## src/sv/sfpxc_pkg.sv

```systemverilog
package sfpxc_pkg;

  localparam int unsigned SFPXC_MAX_PAYLOAD = 8;

  localparam int unsigned BYTE_W  = 8;
  localparam int unsigned LEN_W   = 4;
  localparam int unsigned DUTY_W  = 16;
  localparam int unsigned MOTOR_W = 2;
  localparam int unsigned ADDR_W  = 5;
  localparam int unsigned DATA_W  = 32;

  localparam logic [BYTE_W-1:0] RST_HEADER_FIRST    = 8'hAA;
  localparam logic [BYTE_W-1:0] RST_HEADER_SECOND   = 8'h55;
  localparam logic [BYTE_W-1:0] RST_FRAME_TYPE      = 8'h01;
  localparam logic [LEN_W-1:0]  RST_PAYLOAD_LENGTH  = 4'd5;
  localparam logic [BYTE_W-1:0] RST_PAUSE_MASK      = 8'h01;
  localparam logic [DUTY_W-1:0] RST_FAULT_THRESHOLD = 16'd800;

  typedef enum logic [2:0] {
    REG_HEADER_FIRST    = 3'd0,
    REG_HEADER_SECOND   = 3'd1,
    REG_FRAME_TYPE      = 3'd2,
    REG_PAYLOAD_LENGTH  = 3'd3,
    REG_PAUSE_MASK      = 3'd4,
    REG_FAULT_THRESHOLD = 3'd5
  } reg_idx_t;

  typedef enum logic [2:0] {
    PH_HEAD1   = 3'd0,
    PH_HEAD2   = 3'd1,
    PH_TYPE    = 3'd2,
    PH_LEN     = 3'd3,
    PH_PAYLOAD = 3'd4,
    PH_CHECK   = 3'd5
  } phase_t;

  typedef enum logic [MOTOR_W-1:0] {
    MOTOR_STOPPED = 2'd0,
    MOTOR_NORMAL  = 2'd1,
    MOTOR_FAULT   = 2'd2
  } motor_t;

  typedef enum logic {
    FRAME_OK  = 1'b0,
    FRAME_BAD = 1'b1
  } frame_status_t;

  typedef struct packed {
    logic [BYTE_W-1:0] header_first;
    logic [BYTE_W-1:0] header_second;
    logic [BYTE_W-1:0] frame_type;
    logic [LEN_W-1:0]  payload_length;
    logic [BYTE_W-1:0] pause_mask;
    logic [DUTY_W-1:0] fault_threshold;
  } sfpxc_cfg_t;

  typedef struct packed {
    frame_status_t     frame_status;
    logic [DUTY_W-1:0] duty_one;
    logic [DUTY_W-1:0] duty_two;
    logic              paused;
    motor_t            motor_state;
  } sfpxc_res_t;

endpackage

```

## src/sv/sfpxc_regs.sv

```systemverilog
module sfpxc_regs
  import sfpxc_pkg::*;
(
  input  logic              clk,
  input  logic              rst_n,
  input  logic              psel,
  input  logic              penable,
  input  logic              pwrite,
  input  logic [ADDR_W-1:0] paddr,
  input  logic [DATA_W-1:0] pwdata,
  output logic [DATA_W-1:0] prdata,
  output logic              pready,
  output sfpxc_cfg_t        cfg
);

  sfpxc_cfg_t cfg_r;
  sfpxc_cfg_t cfg_nxt;
  reg_idx_t   idx;
  logic       wr_en;

  assign idx    = reg_idx_t'(paddr[ADDR_W-1:2]);
  assign pready = 1'b1;
  assign wr_en  = psel & penable & pwrite & pready;
  assign cfg    = cfg_r;

  always_comb begin
    cfg_nxt = cfg_r;
    if (wr_en) begin
      unique case (idx)
        REG_HEADER_FIRST:    cfg_nxt.header_first    = pwdata[BYTE_W-1:0];
        REG_HEADER_SECOND:   cfg_nxt.header_second   = pwdata[BYTE_W-1:0];
        REG_FRAME_TYPE:      cfg_nxt.frame_type      = pwdata[BYTE_W-1:0];
        REG_PAYLOAD_LENGTH:  cfg_nxt.payload_length  = pwdata[LEN_W-1:0];
        REG_PAUSE_MASK:      cfg_nxt.pause_mask      = pwdata[BYTE_W-1:0];
        REG_FAULT_THRESHOLD: cfg_nxt.fault_threshold = pwdata[DUTY_W-1:0];
        default: ;
      endcase
    end
  end

  always_comb begin
    prdata = '0;
    unique case (idx)
      REG_HEADER_FIRST:    prdata = DATA_W'(cfg_r.header_first);
      REG_HEADER_SECOND:   prdata = DATA_W'(cfg_r.header_second);
      REG_FRAME_TYPE:      prdata = DATA_W'(cfg_r.frame_type);
      REG_PAYLOAD_LENGTH:  prdata = DATA_W'(cfg_r.payload_length);
      REG_PAUSE_MASK:      prdata = DATA_W'(cfg_r.pause_mask);
      REG_FAULT_THRESHOLD: prdata = DATA_W'(cfg_r.fault_threshold);
      default:             prdata = '0;
    endcase
  end

  always_ff @(posedge clk) begin
    if (!rst_n) begin
      cfg_r.header_first    <= RST_HEADER_FIRST;
      cfg_r.header_second   <= RST_HEADER_SECOND;
      cfg_r.frame_type      <= RST_FRAME_TYPE;
      cfg_r.payload_length  <= RST_PAYLOAD_LENGTH;
      cfg_r.pause_mask      <= RST_PAUSE_MASK;
      cfg_r.fault_threshold <= RST_FAULT_THRESHOLD;
    end else begin
      cfg_r <= cfg_nxt;
    end
  end

endmodule

```

## src/sv/sfpxc_parse.sv

```systemverilog
module sfpxc_parse
  import sfpxc_pkg::*;
#(
  parameter int unsigned MAX_PAYLOAD = SFPXC_MAX_PAYLOAD
) (
  input  logic              clk,
  input  logic              rst_n,
  input  logic              beat,
  input  logic [BYTE_W-1:0] rx_data,
  input  sfpxc_cfg_t        cfg,
  output logic              res_valid,
  output sfpxc_res_t        res
);

  localparam int unsigned SIDX_W = (MAX_PAYLOAD > 1) ? $clog2(MAX_PAYLOAD) : 1;
  localparam logic [LEN_W:0]    MAX_CNT  = (LEN_W+1)'(MAX_PAYLOAD);
  localparam logic [BYTE_W-1:0] MAX_BYTE = BYTE_W'(MAX_PAYLOAD);

  phase_t            phase_r,  phase_nxt;
  logic [LEN_W-1:0]  index_r,  index_nxt;
  logic [LEN_W-1:0]  len_r,    len_nxt;
  logic [BYTE_W-1:0] xor_r,    xor_nxt;
  logic [DUTY_W-1:0] duty1_r,  duty1_nxt;
  logic [DUTY_W-1:0] duty2_r,  duty2_nxt;
  logic              pause_r,  pause_nxt;
  logic [BYTE_W-1:0] store_r [MAX_PAYLOAD];
  logic              store_we;
  logic              good;
  logic [LEN_W-1:0]  index_inc;

  assign index_inc = index_r + LEN_W'(1);

  always_comb begin
    phase_nxt = phase_r;
    index_nxt = index_r;
    len_nxt   = len_r;
    xor_nxt   = xor_r;
    duty1_nxt = duty1_r;
    duty2_nxt = duty2_r;
    pause_nxt = pause_r;
    store_we  = 1'b0;
    res_valid = 1'b0;
    good      = (rx_data == xor_r);
    unique case (phase_r)
      PH_HEAD1: begin
        if (rx_data == cfg.header_first) begin
          phase_nxt = PH_HEAD2;
        end
      end
      PH_HEAD2: begin
        phase_nxt = (rx_data == cfg.header_second) ? PH_TYPE : PH_HEAD1;
      end
      PH_TYPE: begin
        xor_nxt   = rx_data;
        phase_nxt = (rx_data == cfg.frame_type) ? PH_LEN : PH_HEAD1;
      end
      PH_LEN: begin
        xor_nxt = xor_r ^ rx_data;
        if (rx_data == BYTE_W'(cfg.payload_length) && rx_data <= MAX_BYTE) begin
          len_nxt   = rx_data[LEN_W-1:0];
          index_nxt = '0;
          phase_nxt = (rx_data == '0) ? PH_CHECK : PH_PAYLOAD;
        end else begin
          phase_nxt = PH_HEAD1;
        end
      end
      PH_PAYLOAD: begin
        store_we  = ({1'b0, index_r} < MAX_CNT);
        index_nxt = index_inc;
        xor_nxt   = xor_r ^ rx_data;
        if (index_inc >= len_r) begin
          phase_nxt = PH_CHECK;
        end
      end
      PH_CHECK: begin
        phase_nxt = PH_HEAD1;
        res_valid = 1'b1;
        if (good) begin
          duty1_nxt = {store_r[0], store_r[1]};
          duty2_nxt = {store_r[2], store_r[3]};
          pause_nxt = |(store_r[4] & cfg.pause_mask);
        end
      end
      default: begin
        phase_nxt = PH_HEAD1;
      end
    endcase
  end

  always_comb begin
    res.frame_status = good ? FRAME_OK : FRAME_BAD;
    res.duty_one     = duty1_nxt;
    res.duty_two     = duty2_nxt;
    res.paused       = pause_nxt;
    if (duty2_nxt == '0 || pause_nxt) begin
      res.motor_state = MOTOR_STOPPED;
    end else if (duty2_nxt < cfg.fault_threshold) begin
      res.motor_state = MOTOR_NORMAL;
    end else begin
      res.motor_state = MOTOR_FAULT;
    end
  end

  always_ff @(posedge clk) begin
    if (!rst_n) begin
      phase_r <= PH_HEAD1;
      index_r <= '0;
      len_r   <= '0;
      xor_r   <= '0;
      duty1_r <= '0;
      duty2_r <= '0;
      pause_r <= 1'b0;
    end else if (beat) begin
      phase_r <= phase_nxt;
      index_r <= index_nxt;
      len_r   <= len_nxt;
      xor_r   <= xor_nxt;
      duty1_r <= duty1_nxt;
      duty2_r <= duty2_nxt;
      pause_r <= pause_nxt;
    end
  end

  always_ff @(posedge clk) begin
    if (beat && store_we) begin
      store_r[index_r[SIDX_W-1:0]] <= rx_data;
    end
  end

endmodule

```

## src/sv/status_frame_parser_xor_check.sv

```systemverilog
// Status frame parser with XOR checksum.
// Input channel: one received byte per beat on in_rx_data (in_valid/in_ready).
// The parser hunts for header, header, type, length, payload and checksum.
// Every checksum byte yields one result beat on the out_ channel: frame
// status, the held duty values, the held pause flag and the motor state.
// A checksum byte accepted at a clock edge shows its result on the output
// register from the next cycle. One byte per cycle while in_ready is high;
// the byte update is a single pass of compare and XOR logic into the state.
// A new byte is taken while the held result is being taken; in_ready drops
// only while a result waits and out_ready is low, so a stalled receiver
// holds the parser without loss.
// Reset (rst_n, synchronous): hunt for the first header byte, checksum and
// held values cleared, registers back to their defaults, no result pending.
// Configuration through the APB port (register i at byte address 4*i) must be
// written only while the block is idle; the block itself does not enforce it.
module status_frame_parser_xor_check
  import sfpxc_pkg::*;
#(
  parameter int unsigned MAX_PAYLOAD = SFPXC_MAX_PAYLOAD
) (
  input  logic               clk,
  input  logic               rst_n,
  input  logic               in_valid,
  output logic               in_ready,
  input  logic [BYTE_W-1:0]  in_rx_data,
  output logic               out_valid,
  input  logic               out_ready,
  output logic               out_frame_status,
  output logic [DUTY_W-1:0]  out_duty_one,
  output logic [DUTY_W-1:0]  out_duty_two,
  output logic               out_paused,
  output logic [MOTOR_W-1:0] out_motor_state,
  input  logic               psel,
  input  logic               penable,
  input  logic               pwrite,
  input  logic [ADDR_W-1:0]  paddr,
  input  logic [DATA_W-1:0]  pwdata,
  output logic [DATA_W-1:0]  prdata,
  output logic               pready
);

  sfpxc_cfg_t cfg;
  sfpxc_res_t res;
  sfpxc_res_t res_r;
  logic       res_valid;
  logic       beat;
  logic       out_valid_r, out_valid_nxt;

  sfpxc_regs u_regs (
    .clk     (clk),
    .rst_n   (rst_n),
    .psel    (psel),
    .penable (penable),
    .pwrite  (pwrite),
    .paddr   (paddr),
    .pwdata  (pwdata),
    .prdata  (prdata),
    .pready  (pready),
    .cfg     (cfg)
  );

  sfpxc_parse #(
    .MAX_PAYLOAD (MAX_PAYLOAD)
  ) u_parse (
    .clk       (clk),
    .rst_n     (rst_n),
    .beat      (beat),
    .rx_data   (in_rx_data),
    .cfg       (cfg),
    .res_valid (res_valid),
    .res       (res)
  );

  assign in_ready = !out_valid_r || out_ready;
  assign beat     = in_valid && in_ready;

  always_comb begin
    out_valid_nxt = out_valid_r;
    if (beat && res_valid) begin
      out_valid_nxt = 1'b1;
    end else if (out_ready) begin
      out_valid_nxt = 1'b0;
    end
  end

  always_ff @(posedge clk) begin
    if (!rst_n) begin
      out_valid_r <= 1'b0;
    end else begin
      out_valid_r <= out_valid_nxt;
    end
  end

  always_ff @(posedge clk) begin
    if (beat && res_valid) begin
      res_r <= res;
    end
  end

  assign out_valid        = out_valid_r;
  assign out_frame_status = res_r.frame_status;
  assign out_duty_one     = res_r.duty_one;
  assign out_duty_two     = res_r.duty_two;
  assign out_paused       = res_r.paused;
  assign out_motor_state  = res_r.motor_state;

endmodule

```

## config.mk

```make
export PLATFORM = sky130hd
export DESIGN_NAME = status_frame_parser_xor_check
export DESIGN_NICKNAME = d
export VERILOG_FILES = /design/src/sv/sfpxc_pkg.sv /design/src/sv/sfpxc_regs.sv /design/src/sv/sfpxc_parse.sv /design/src/sv/status_frame_parser_xor_check.sv
export SDC_FILE = /design/constraint.sdc
export NUM_CORES = 1
export LEC_CHECK = 0
export CORE_MARGIN = 2
export CORE_UTILIZATION = 25
export DETAILED_ROUTE_END_ITERATION = 8
export DONT_BUFFER_PORTS = 1
export REMOVE_ABC_BUFFERS = 1
export SLEW_MARGIN = 20
export SYNTH_ARGS = -nofsm -noshare
export SYNTH_HDL_FRONTEND = slang
export SYNTH_HIERARCHICAL = 1
export SYNTH_SLANG_ARGS = --single-unit
```

## constraint.sdc

```tcl
create_clock -name clk -period 7.28 [get_ports clk]
set_input_delay 2.184 -clock clk [delete_from_list [all_inputs] [get_ports clk]]
set_output_delay 2.184 -clock clk [all_outputs]
set_load 0.03 [all_outputs]
```

==> impl_metrics.csv, run 1 <==
group,metric,value,unit
status,status,"finished, final reports clean",
worst_hold_path,min_path_type,"register to register",
critical_path,critPathCaptureType,"primary output",
floorplanning,die_x,191,um
clock_tree,cts_max_level,4,
routing,ant_nets,0,
layout,final_common_cell,"dfxtp_1",
grt,grt_pass1_vias,5812,
power_and_ir_drop,clock_power_share,43.5,%
clock_tree,post_cts.repair.setup_buffers,0,
critical_path,cp.buffers_inverters,0,
clock_tree,cts-hold-fix-buffers,0,
power_and_ir_drop,p_seq_share,49.8,%
synthesis,ys.flop_type,"dfxtp_1",
critical_path,start_kind,"input pin",
routing,drc,0,
critical_path,critPathKind,"input pin to primary output",
clock_tree,tritoncts,"yes",
routing,via_per_inst,4.67,
synthesis,syn-mean-instance-area,10.6,um^2
clock_tree,cts.sinks,181,
layout,area_delta_synth_final,10.7,%
critical_path,cp_top_family,"simple AND/OR/NAND/NOR gates",
routing,post_drt_wl_per_cell,17.8,um
routing,num_vias,5931,
place,pre_cts_ws,1.39,ns
sta,rsz0062_at_grt,"no",
floorplanning,core_area,0.0345,mm^2
sta,finalCritPeriodShare,76.2,%
sta,finalSetupTns,0,ns
sta,relSlewSlack,38.3,%
synthesis,ys_types,61,
synthesis,ys_seq_area_share,50.1,%
clock_tree,clock_path_buffers,2,
critical_path,cpMaxStageDelayCell,"nor2_1",
power_and_ir_drop,swShare,26.3,%
layout,drive_gt1_share,12.6,%
routing,dr.pass1.iters,5,
clock_tree,clk_latency,0.44,ns
synthesis,synthCells,823,
layout,final.fill_count,3560,
floorplanning,die_y,191,um
power_and_ir_drop,pwr-share-comb,6.7,%
power_and_ir_drop,p_switching,0.573,mW
sta,clock_skew,0.0158,ns
critical_path,cp_data_arrival_time,3.36,ns
routing,drt-total-wl,22700,um
floorplanning,die-area,0.0365,mm^2
layout,seq_area,0.00438,mm^2
critical_path,critPathMaxStageDelay,0.58,ns
sta,setup_viol,0,
sta,hold_viol,0,
synthesis,synth_top_cell_by_area,"edfxtp_1",
clock_tree,cts_root_buf,"clkbuf_16",
sta,slew_violations,0,
clock_tree,cts-resized-gates,0,
flow_run,drv_cap,0,
sta,fin_crit,5.54,ns
place,place_congestion,0.792,
sta,layout_setup_ws,1.74,ns
critical_path,cp_max_fo,26,
sta,timing.fmax,0.180,GHz
power_and_ir_drop,p_int,1.61,mW
layout,antenna_cells,0,
grt,antenna_found_initial,0,
critical_path,worstPathRequired,5.10,ns
sta,worst_pin_slew,0.915,ns
synthesis,async_flop_share,0,%
synthesis,yosys-top-cells-area,"edfxtp_1 (26%), dfxtp_1 (24%), mux2i_1 (7.0%), mux2_4 (4.8%), o21ai_0 (4.2%)",
synthesis,syn_area,0.00875,mm^2
floorplanning,fp-row-count,68,
synthesis,yosys.area.top_type_share,26.1,%
place,io_buffers,0,
layout,nNetsFinal,874,
synthesis,synth_edf_count,76,
layout,final_cell_mix,"dfxtp_1 (105), edfxtp_1 (76), o21ai_0 (74)",
power_and_ir_drop,p_per_area,225,mW/mm^2
power_and_ir_drop,p_leak,3.51,nW
layout,multi_input_area,0.00389,mm^2
synthesis,yosysWarnings,6,
grt,grt_max_degree,122,
place,dp_hpwl,15500,um
grt,grt_use_total,12.6,%
critical_path,crit_chain,"nand2b_1, nor2_1, and2_1",
floorplanning,pin_count,123,
floorplanning,start_util,25.4,%
power_and_ir_drop,fin_total_pwr,2.18,mW
synthesis,ys_ff_latch,181,
routing,drtIter0Drc,497,
grt,grt_pass1_wl,34700,um
clock_tree,clkTransAtPathRegs,0.08,ns
clock_tree,cts_buffers,17,
power_and_ir_drop,peakVddDrop,130,uV
grt,grt-ovfl-total,0,
power groups by stage:
| stage | Combinational, mW | Clock (mW) | Sequential (mW) |
|---|---|---|---|
| after floorplan | 0.117 | 0 | 1.10 |
| after global placement | 0.143 | 0 | 1.11 |
| after detailed placement | 0.147 | 0 | 1.11 |
| after CTS | 0.147 | 0.969 | 1.08 |
| after global routing | 0.162 | 1.01 | 1.09 |
| final | 0.147 | 0.947 | 1.08 |
flip-flops by register name (all words and copies together), names as in the netlist, 2 cells and up:
register         flops
u_regs/cfg          52
u_parse/store_r     40
out_duty_one        16
out_duty_two        16
u_parse/duty1_r     16
u_parse/duty2_r     16
u_parse/xor_r        8
u_parse/index_r      4
u_parse/len_r        4
u_parse/phase_r      3
out_motor_state      2
logic make-up after synthesis:
family,count (synthesis),share of synthesized area [%]
other,2,0.0859
buffers and inverters,100,6.08
xor gates and xnor gates,37,3.88
and+or+nand+nor,244,14.3
AOI/OAI and AO/OA,145,10.3
muxes,94,12.4
adders and majority gates,20,2.86
DFF,181,50.1
path summary, 6_finish.rpt:
check | from | end | slack [ns] | cells after the start
setup / recovery | paddr[3] | prdata[13] | 1.74 | 3
setup reg to reg | u_parse/phase_r[2] | out_motor_state[0] | 3.16 | 11
hold / removal | u_regs/cfg[14] | u_regs/cfg[14] | 0.48 | 2
hold reg to reg | u_regs/cfg[14] | u_regs/cfg[14] | 0.48 | 2
stage by stage:
stage	cell area [um^2]	hold slack (ns)	std cells	utilization (%)
floorplan	8410	0.443	774	-
global placement	9030	0.457	1236	26.2
detailed placement	9060	0.464	1237	26.3
CTS	9680	0.474	1269	28.1
global route	9690	0.505	1270	28.1
finish	9690	0.476	1270	28.1
synth_stat cells (12+ instances only):
library cell / count
dfxtp_1: 105
edfxtp_1: 76
o21ai_0: 74
nand2_1: 69
nor2_1: 69
mux2i_1: 61
inv_1: 36
mux2_4: 28
xnor2_1: 26
clkbuf_1: 23
buf_4: 22
ha_1: 20
nor2b_1: 19
a22oi_1: 13
nor2_2: 13
a21oi_1: 12
tightest hold or removal path: stages, from the launching register on:
cell and delay [ns]:
dfxtp_1 0.33, nand2_1 0.06, mux2i_1 0.05
metal layers:
layer / vias to the layer above / global-route usage [%] / part of all wire (%)
met5: - / 0 / 0
met4: 0 / 3.88 / 1.3
met3: 24 / 4.06 / 6.4
met2: 125 / 20.3 / 47
met1: 2948 / 15.9 / 45
li1: 2834 / - / -
layout make-up:
cell class,instances,area share (%)
multi-input combinational,557,40.1
timing repair buffer,9,0.904
clock buffer,17,4.39
tap,455,5.88
inverter,36,1.39
sequential,181,45.3
clock inverter,15,2.04
Note: power is estimated with default switching activity, not from simulation.
==> run 2, diff against run 1 <==
Settings changed: ABC_AREA from default to 1.
Clock period 7.28 ns to 4.85 ns, I/O delays scaled along.
==> run 2 against run 1 <==
Largest power group unchanged. Synthesized cell count is 35% higher. Non-clock buffer count rose by 2. Clock-buffer cell count did not move. Final area is 2.1% higher. Total power grew 51%. Combinational power grew 55%. Worst setup slack got worse by 0.99 ns. Hold slack better by 0.011 ns. Sequential share of layout area down 0.95 points. Via count increased by 18%. Final cell count up 24%. Critical path type unchanged.
==> impl_metrics.csv, run 2 <==
group,metric,value,unit
clock_tree,post_cts.repair.setup_buffers,0,
critical_path,r2r_setup_slack,1.74,ns
clock_tree,tritoncts,"yes",
critical_path,critPathCaptureType,"primary output",
sta,clock_skew,0.0122,ns
power_and_ir_drop,peakVddDrop,261,uV
layout,final_cell_mix,"nand2_1 (251), inv_1 (157), nor2_1 (126)",
routing,dr.pass1.iters,5,
place,place_congestion,0.875,
clock_tree,clkTransAtPathRegs,0.07,ns
floorplanning,start_util,25.2,%
critical_path,crit_start,"paddr[3]",
clock_tree,cts_buffers,17,
worst_hold_path,min_path_type,"register to register",
layout,antenna_cells,0,
routing,post_drt_wl_per_cell,14.7,um
critical_path,rr_startpoint,"u_parse/phase_r[2]",
synthesis,syn-mean-instance-area,8.00,um^2
clock_tree,cts_root_buf,"clkbuf_16",
grt,antenna_found_initial,0,
routing,num_vias,7003,
place,pre_cts_ws,0.620,ns
layout,largest_reg_flops,52,
sta,hold_viol,0,
floorplanning,core_area,0.0353,mm^2
routing,ant_nets,0,
critical_path,worstPathRequired,3.39,ns
synthesis,ys_ff_latch,181,
clock_tree,cts_max_level,4,
synthesis,synth_most_common_cell,"nand2_1",
critical_path,rr_worst_depth,14,
floorplanning,die_y,193,um
sta,layout_setup_ws,0.750,ns
sta,rsz0062_at_grt,"no",
critical_path,endpoint,"prdata[15]",
clock_tree,clock_path_buffers,2,
grt,grt_pass1_vias,6380,
sta,timing.fmax,0.244,GHz
grt,grt-ovfl-total,0,
floorplanning,die_x,193,um
clock_tree,clk_latency,0.44,ns
clock_tree,cts-hold-fix-buffers,0,
synthesis,synth_top_cell_by_area,"edfxtp_1",
grt,grt_pass1_wl,35500,um
clock_tree,cts.sinks,181,
power_and_ir_drop,fin_total_pwr,3.30,mW
critical_path,critPathKind,"input pin to primary output",
layout,area_delta_synth_final,11.1,%
status,status,"finished, final reports clean",
grt,grt_use_total,12.6,%
grt,grt_max_degree,76,
place,placedCellCount,1537,
routing,via_per_inst,4.46,
place,dp_hpwl,16300,um
layout,fin_area,0.00989,mm^2
synthesis,yosysWarnings,6,
routing,drc,0,
routing,drtIter0Drc,597,
routing,drt-total-wl,23100,um
synthesis,yosys-top-cells-area,"edfxtp_1 (26%), dfxtp_1 (24%), nand2_1 (11%), inv_1 (6.6%), nor2_1 (5.4%)",
place,placed_area,0.00925,mm^2
synthesis,ys_seq_area_share,49.2,%
sta,relSlewSlack,26.8,%
layout,nNetsFinal,1167,
critical_path,r2r_end,"out_motor_state[1]",
power_and_ir_drop,p_per_area,333,mW/mm^2
synthesis,synth_common_cells,"nand2_1 (251), inv_1 (157), nor2_1 (128)",
synthesis,synthCells,1113,
floorplanning,fp-row-count,69,
synthesis,synth_edf_count,76,
sta,fin_crit,4.10,ns
layout,final_common_cell,"nand2_1",
synthesis,ys.flop_type,"dfxtp_1",
layout,drive_gt1_share,8.57,%
layout,finalNonFillerCells,1569,
sta,finalSetupTns,0,ns
critical_path,cp_max_fo,13,
place,io_buffers,0,
sta,worst_pin_slew,1.10,ns
critical_path,cp_data_arrival_time,2.65,ns
sta,finalCritPeriodShare,84.5,%
critical_path,start_kind,"input pin",
layout,final.fill_count,3770,
flow_run,drv_cap,0,
synthesis,yosys.area.top_type_share,25.6,%
synthesis,async_flop_share,0,%
power_and_ir_drop,p_leak,4.15,nW
floorplanning,die-area,0.0371,mm^2
floorplanning,pin_count,123,
clock_tree,cts-resized-gates,0,
synthesis,ys_types,48,
synthesis,syn_area,0.00890,mm^2
sta,slew_violations,0,
sta,setup_viol,0,
-- run 2: cell count changes after synthesis, moves of 18 or more --
cell     change
o21ai_0     -18
a21oi_1     +23
inv_1      +121
nor2_1      +59
nand2_1    +182
mux2i_1     -60
nand3_1     +70
mux2_4      -28
nor2b_1     -19
-- run 2: logic make-up (layout without fill, tap and decap cells) --
logic type,count (synthesis),in the layout,synth area share (%)
and+or+nand+nor,534,534,26.4
buffers and inverters,227,207,11.2
DFF,181,181,49.2
AOI/OAI and AO/OA,132,132,8.50
adders and majority gates,20,20,2.81
xor gates and xnor gates,16,16,1.57
other,2,17,0.0843
muxes,1,1,0.112
-- run 2: power breakdown --
part / total, mW / internal, mW / switching, mW
sequential: 1.62 / 1.61 / 0.0118
clock: 1.45 / 0.751 / 0.701
combinational: 0.228 / 0.0724 / 0.156
-- run 2: final cells by class --
class | instances | area, um^2 | share of cell area [%]
Clock buffer | 17 | 425 | 4.30
Clock inverter | 15 | 213 | 2.15
Inverter | 164 | 621 | 6.27
Multi-Input combinational cell | 720 | 3590 | 36.3
Sequential cell | 181 | 4380 | 44.3
Tap cell | 461 | 577 | 5.83
Timing Repair Buffer | 11 | 82.6 | 0.835
-- run 2: layer usage --
layer / track usage, % / routed length [um] / up-vias
met1: 16.9 / 10600 / 3264
met2: 19.7 / 10300 / 210
met4: 3.05 / 261 / 0
met5: 0 / 0 / -
met3: 3.78 / 1890 / 22
li1: - / - / 3507
-- run 2: metrics by stage --
step	hold WS [ns]	util (%)
2_1_floorplan	0.450	-
3_3_place_gp	0.461	26.2
3_5_place_dp	0.464	26.2
4_1_cts	0.487	28.0
5_1_grt	0.505	28.0
6_report	0.487	28.0
-- run 2: worst max-delay path, stage by stage --
cell and delay [ns]:
inv_2 0.16, nand3_1 0.42, nor2_1 0.60
-- run 2: worst min path at each step --
stage	end	cells past startpoint	from
final	u_parse/duty2_r[6]	2	u_parse/duty2_r[6]
after detailed placement	u_parse/duty2_r[6]	2	u_parse/duty2_r[6]
after global placement	u_parse/duty2_r[9]	2	u_parse/duty2_r[9]
after global routing	u_parse/len_r[2]	2	u_parse/len_r[2]
after CTS	u_parse/duty2_r[6]	2	u_parse/duty2_r[6]
after floorplan	u_parse/duty2_r[0]	2	u_parse/duty2_r[0]
